--- src/scpu_pkg.sv ---
// Shared types, constants and helpers of the 16-bit CPU core.
package scpu_pkg;

  // Word memory size in words; a power of two from 256 to 65536.
  localparam int MEM_WORDS = 4096;
  localparam int MEM_AW    = $clog2(MEM_WORDS);

  localparam int XLEN   = 16;
  localparam int NREG   = 16;
  localparam int RIDX_W = 4;
  localparam int CMD_W  = 3;
  localparam int ADDR_W = 12;
  localparam int CFG_IDX_W = 1;

  localparam logic [RIDX_W-1:0] SP_IDX = 4'd13;
  localparam logic [RIDX_W-1:0] LR_IDX = 4'd14;
  localparam logic [RIDX_W-1:0] PC_IDX = 4'd15;

  localparam logic [XLEN-1:0] START_RST = 16'd256;
  localparam logic [XLEN-1:0] STACK_RST = 16'd4031;

  // Configuration register indexes
  localparam logic [CFG_IDX_W-1:0] CFG_START = 1'd0;
  localparam logic [CFG_IDX_W-1:0] CFG_STACK = 1'd1;

  typedef enum logic [CMD_W-1:0] {
    CMD_STEP     = 3'd0,
    CMD_MEM_WR   = 3'd1,
    CMD_MEM_RD   = 3'd2,
    CMD_REG_RD   = 3'd3,
    CMD_SOFT_RST = 3'd4
  } cmd_e;

  typedef enum logic [3:0] {
    OP_ADD   = 4'd0,
    OP_SUB   = 4'd1,
    OP_AND   = 4'd2,
    OP_OR    = 4'd3,
    OP_NOT   = 4'd4,
    OP_SHL   = 4'd5,
    OP_SHR   = 4'd6,
    OP_SAR   = 4'd7,
    OP_LOAD  = 4'd8,
    OP_ST    = 4'd9,
    OP_JMP   = 4'd10,
    OP_BEQ   = 4'd11,
    OP_BNE   = 4'd12,
    OP_BLT   = 4'd13,
    OP_CALL  = 4'd14,
    OP_RET   = 4'd15
  } op_e;

  typedef enum logic [1:0] {
    MODE_GPR = 2'd0,
    MODE_LIT = 2'd1,
    MODE_DIR = 2'd2,
    MODE_IND = 2'd3
  } mode_e;

  // Controller to datapath commands
  typedef struct packed {
    logic load;      // latch the accepted transaction
    logic fetch;     // read instruction word at PC
    logic decode;    // capture instruction, advance PC
    logic oper;      // read source register, issue operand read
    logic exec;      // execute the instruction
    logic pop;       // RET: take link word from stack
    logic mem_wr;    // write command
    logic mem_rd;    // read command, issue
    logic mem_wait;  // read command, capture
    logic reg_rd;    // register read command
    logic soft_rst;  // soft reset command
    logic capture;   // load the output register
  } ctl_t;

  // Datapath to controller status
  typedef struct packed {
    logic halted;
    op_e  op;
  } sts_t;

  // Word address wrapped to the memory size
  function automatic logic [MEM_AW-1:0] mem_addr(input logic [XLEN-1:0] a);
    return a[MEM_AW-1:0];
  endfunction

endpackage

--- src/scpu_ctrl.sv ---
// Sequencing state machine of the 16-bit CPU core.
module scpu_ctrl import scpu_pkg::*; (
  input  logic             clk_i,
  input  logic             rst_ni,
  input  logic             in_valid_i,
  output logic             in_ready_o,
  input  logic [CMD_W-1:0] cmd_i,
  output logic             out_valid_o,
  input  logic             out_ready_i,
  input  sts_t             sts_i,
  output ctl_t             ctl_o
);

  typedef enum logic [10:0] {
    S_IDLE     = 11'b000_0000_0001,
    S_DECODE   = 11'b000_0000_0010,
    S_OPER     = 11'b000_0000_0100,
    S_EXEC     = 11'b000_0000_1000,
    S_POP      = 11'b000_0001_0000,
    S_MEM_WR   = 11'b000_0010_0000,
    S_MEM_RD   = 11'b000_0100_0000,
    S_MEM_WAIT = 11'b000_1000_0000,
    S_REG_RD   = 11'b001_0000_0000,
    S_SOFT_RST = 11'b010_0000_0000,
    S_DONE     = 11'b100_0000_0000
  } state_e;

  state_e state_q, state_d;
  logic   out_valid_q, out_valid_d;
  logic   accept;

  assign in_ready_o = (state_q == S_IDLE);
  assign accept     = in_valid_i && in_ready_o;

  // Next state and commands
  always_comb begin
    state_d = state_q;
    ctl_o   = '0;
    case (state_q)
      S_IDLE: begin
        if (accept) begin
          ctl_o.load = 1'b1;
          case (cmd_e'(cmd_i))
            CMD_STEP: begin
              if (sts_i.halted) begin
                state_d = S_DONE;
              end else begin
                ctl_o.fetch = 1'b1;
                state_d     = S_DECODE;
              end
            end
            CMD_MEM_WR:   state_d = S_MEM_WR;
            CMD_MEM_RD:   state_d = S_MEM_RD;
            CMD_REG_RD:   state_d = S_REG_RD;
            CMD_SOFT_RST: state_d = S_SOFT_RST;
            default:      state_d = S_DONE;
          endcase
        end
      end
      S_DECODE: begin
        ctl_o.decode = 1'b1;
        state_d      = S_OPER;
      end
      S_OPER: begin
        ctl_o.oper = 1'b1;
        state_d    = S_EXEC;
      end
      S_EXEC: begin
        ctl_o.exec = 1'b1;
        state_d    = (sts_i.op == OP_RET) ? S_POP : S_DONE;
      end
      S_POP: begin
        ctl_o.pop = 1'b1;
        state_d   = S_DONE;
      end
      S_MEM_WR: begin
        ctl_o.mem_wr = 1'b1;
        state_d      = S_DONE;
      end
      S_MEM_RD: begin
        ctl_o.mem_rd = 1'b1;
        state_d      = S_MEM_WAIT;
      end
      S_MEM_WAIT: begin
        ctl_o.mem_wait = 1'b1;
        state_d        = S_DONE;
      end
      S_REG_RD: begin
        ctl_o.reg_rd = 1'b1;
        state_d      = S_DONE;
      end
      S_SOFT_RST: begin
        ctl_o.soft_rst = 1'b1;
        state_d        = S_DONE;
      end
      S_DONE: begin
        // output register free or being emptied this cycle
        if (!out_valid_q || out_ready_i) begin
          ctl_o.capture = 1'b1;
          state_d       = S_IDLE;
        end
      end
      default: state_d = S_IDLE;
    endcase
  end

  // Output transaction valid
  always_comb begin
    out_valid_d = out_valid_q;
    if (ctl_o.capture) begin
      out_valid_d = 1'b1;
    end else if (out_ready_i) begin
      out_valid_d = 1'b0;
    end
  end

  always_ff @(posedge clk_i or negedge rst_ni) begin
    if (!rst_ni) begin
      state_q     <= S_IDLE;
      out_valid_q <= 1'b0;
    end else begin
      state_q     <= state_d;
      out_valid_q <= out_valid_d;
    end
  end

  assign out_valid_o = out_valid_q;

  a_step_fetch: assert property (@(posedge clk_i) disable iff (!rst_ni)
    (accept && cmd_i == CMD_STEP && !sts_i.halted) |=> state_q == S_DECODE)
    else $error("step not followed by decode");

  a_ret_pop: assert property (@(posedge clk_i) disable iff (!rst_ni)
    (state_q == S_EXEC && sts_i.op == OP_RET) |=> state_q == S_POP)
    else $error("RET without stack pop");

  a_done_result: assert property (@(posedge clk_i) disable iff (!rst_ni)
    (state_q == S_DONE && !out_valid_q) |=> (out_valid_q && state_q == S_IDLE))
    else $error("finished transaction not presented");

endmodule

--- config.mk ---
export PLATFORM = sky130hd
export DESIGN_NAME = scpu_ctrl
export DESIGN_NICKNAME = d
export VERILOG_FILES = /design/src/scpu_pkg.sv /design/src/scpu_ctrl.sv
export SDC_FILE = /design/constraint.sdc
export NUM_CORES = 1
export LEC_CHECK = 0
export ABC_CLOCK_PERIOD_IN_PS = 3900
export BUFFER_PORTS_ARGS = -buffer_cell sky130_fd_sc_hd__buf_4
export CAP_MARGIN = 20
export CORE_UTILIZATION = 43
export DETAILED_ROUTE_END_ITERATION = 16
export PLACE_DENSITY_LB_ADDON = 0.2
export SLEW_MARGIN = 10
export SYNTH_ARGS = -nofsm -noshare
export SYNTH_HDL_FRONTEND = slang
export SYNTH_SLANG_ARGS = --single-unit
export TNS_END_PERCENT = 20
--- constraint.sdc ---
create_clock -name clk_i -period 3.9 [get_ports clk_i]
set_input_delay 0.195 -clock clk_i [delete_from_list [all_inputs] [get_ports clk_i]]
set_output_delay 0.195 -clock clk_i [all_outputs]
set_load 0.05 [all_outputs]
==> impl_metrics.json <==
{
  "diodes": 0,
  "clock_power_share_pct": 18.7,
  "required_ns": 3.70,
  "fmax_mhz": 431,
  "drt-wirelength-per-cell_um": 12.0,
  "hp-class": "primary input to flip-flop",
  "drt-initial-drc-count": 5,
  "grt.met1_usage_pct": 25.9,
  "yosys_most_used_dff": "dfrtp_1",
  "nNetsFinal": 132,
  "comb_power_share_pct": 50.6,
  "peakVddDrop_uv": 248,
  "path_max_fanout": 8,
  "grt_pass1_wl_um": 2950,
  "final_antenna_net_count": 0,
  "status": "completed",
  "p_int_w": 0.000290,
  "cts_root_buffer": "clkbuf_4",
  "clk_latency_ns": 0.27,
  "drc": 0,
  "fp-row-count": 15,
  "area_delta_synth_final_pct": 29.5,
  "antenna_found_initial": 0,
  "seqPwrFrac_pct": 30.6,
  "fin_util_pct": 59.9,
  "synth_edf_count": 0,
  "drive_gt1_share_pct": 29.4,
  "powerDensity_mw_per_mm2": 507,
  "post_cts_buffers": 0,
  "clock_path_buffers": 2,
  "clk_pin_slew_ns": 0.07,
  "die_h_um": 45.3,
  "start_kind": "flip-flop",
  "tightestPinTransition_ns": 0.399,
  "routed_wl_um": 1730,
  "grtUsageMet3_pct": 3.60,
  "yosys.area_share.xor_xnor_pct": 3.26,
  "p_switching_w": 0.000240,
  "vias": 795,
  "async_flop_share_pct": 100,
  "grt_usage_pct": 19.9,
  "n_fill_cell": 154,
  "htree_num_levels": 1,
  "cts_tree": "built",
  "clock_skew_ns": 0.00889,
  "switching_share_pct": 45.3,
  "place_hpwl_um": 1320,
  "yosysUniqueCellTypes": 38,
  "synth_cells": 94,
  "slowest_stage": "dfrtp_1",
  "die_w_um": 45.3,
  "initial_core_util_pct": 46.2,
  "grt.busiest_layer": "met2",
  "synthSimpleGateAreaFrac_pct": 40.8,
  "place_congestion": 0.828,
  "worst_path_largest_cell_delay_ns": 0.47,
  "fin_tns_setup_ns": 0,
  "coreArea_mm2": 0.00175,
  "maxCapViolCount": 0,
  "seq_area_um2": 302,
  "multi_input_area_um2": 463,
  "leakage_nw": 0.476,
  "grt_pass1_vias": 708,
  "synthMuxAreaShare_pct": 0,
  "placedInstanceArea_um2": 998,
  "yosysSeqAreaShare_pct": 37.4,
  "cp-end-kind": "output pin",
  "io_buffers": 25,
  "min_period_ns": 2.32,
  "synthAdderAreaFrac_pct": 0,
  "cp.arrival_ns": 2.12,
  "rsz0062_at_grt": "no",
  "yosysWarnings": 0,
  "grt_max_degree": 13,
  "grt-ovfl-total": 0,
  "vias_per_cell": 5.52,
  "syn_avg_cell_area_um2": 8.59,
  "post-route-period-util_pct": 59.5,
  "layout_common_cells": "buf_4, nor2_1, dfrtp_1",
  "setup_viol": 0,
  "slew_headroom_pct": 73.2,
  "stdcell_area_mm2": 0.00104,
  "synth_seq_cells": 12,
  "cts-buffers-inserted": 3,
  "crit_chain": "nor4_2 -> nand4_1 -> nor2_1 -> nor4b_1 -> buf_4",
  "ioPinCount": 26,
  "synth_top_family_by_area": "simple AND/OR/NAND/NOR gates",
  "die_area_mm2": 0.00205,
  "first_pass_iters": 4,
  "hold_viol": 0,
  "synth_compound_area_share_pct": 13.3,
  "drv_slew": 0,
  "use_met2_pct": 31.9,
  "criticalPathCategory": "flip-flop to output pin",
  "synthesis.area_um2": 807,
  "final_common_cell": "buf_4",
  "syn_nets": 106,
  "clock-sinks": 12
}
[cell families after synthesis]
| logic type | after synthesis |
|---|---|
| simple gates | 55 |
| compound gates | 15 |
| flops | 12 |
| buf+inv | 9 |
| xor+xnor | 3 |
[state kept, by name, summed over array words and instances (netlist names)]
register,count
state_q,11
out_valid_o,1
[synthesized netlist by cell type, drive strengths merged, types with 2 or more instances]
| cell type | n | area (µm²) |
|---|---|---|
| nor2 | 13 | 48.8 |
| dfrtp | 11 | 275 |
| nand2 | 8 | 32.5 |
| nor4b | 7 | 61.3 |
| nor4 | 6 | 43.8 |
| nor3b | 4 | 30.0 |
| a211oi | 3 | 27.5 |
| buf | 3 | 20.0 |
| inv | 3 | 11.3 |
| nand2b | 3 | 18.8 |
| nand4 | 3 | 18.8 |
| o21ai | 3 | 15.0 |
| xor2 | 3 | 26.3 |
| a21oi | 2 | 10.0 |
| clkbuf | 2 | 7.51 |
| nor3 | 2 | 10.0 |
| or3 | 2 | 12.5 |
[critical path: cells and delay by family (launching register included)]
family / cells / cell delay (ns)
simple gates: 4 / 1.13
flops: 1 / 0.47
buf+inv: 1 / 0.25
[what timing repair did]
item,4_1_cts,5_1_grt
resized for setup,0,0
endpoints found under the hold margin,12,0
hold buffers,1,0
[stage by stage]
stage,power [W],instances,hold slack (ns),setup WS [ns]
2_1_floorplan,0.000362,94,-0.101,0.837
3_3_place_gp,0.000427,139,0.0402,1.92
3_5_place_dp,0.000429,139,0.0417,1.86
4_1_cts,0.000532,144,0.0926,1.55
5_1_grt,0.000565,144,0.0938,1.37
6_report,0.000530,144,0.0982,1.58
[metal layers]
metal,vias to the layer above,wire length (µm)
met3,4,78
met2,25,795
met1,365,827
li1,401,-
met4,0,28
met5,-,0
[power by group through the flow]
stage               sequential [W]   clock, W  combinational (W)
floorplan                 0.000169          0           0.000193
global placement          0.000163          0           0.000264
detailed placement        0.000165          0           0.000265
CTS                       0.000162   0.000102           0.000268
global route              0.000165   0.000109           0.000291
finish                    0.000162  0.0000994           0.000268
[path summary, 6_finish.rpt]
check / start / to / slack, ns / cells past startpoint
max in group asynchronous: rst_ni / state_q[0] / 3.38 / 2
worst min register to register: state_q[2] / state_q[2] / 0.60 / 1
worst min-delay path: sts_i[4] / state_q[1] / 0.1 / 2
worst max-delay path: state_q[6] / ctl_o[10] / 1.58 / 5
worst max register to register: state_q[6] / state_q[10] / 2.07 / 4
min in group asynchronous: rst_ni / state_q[2] / 0.29 / 2
[layout make-up]
cell class	instances	share of cell area, %
Tap cell	25	2.99
Timing Repair Buffer	26	18.9
Inverter	4	1.44
Sequential cell	12	28.9
Clock buffer	4	3.47
Multi-Input combinational cell	73	44.3
(Power assumes the default switching activity.)
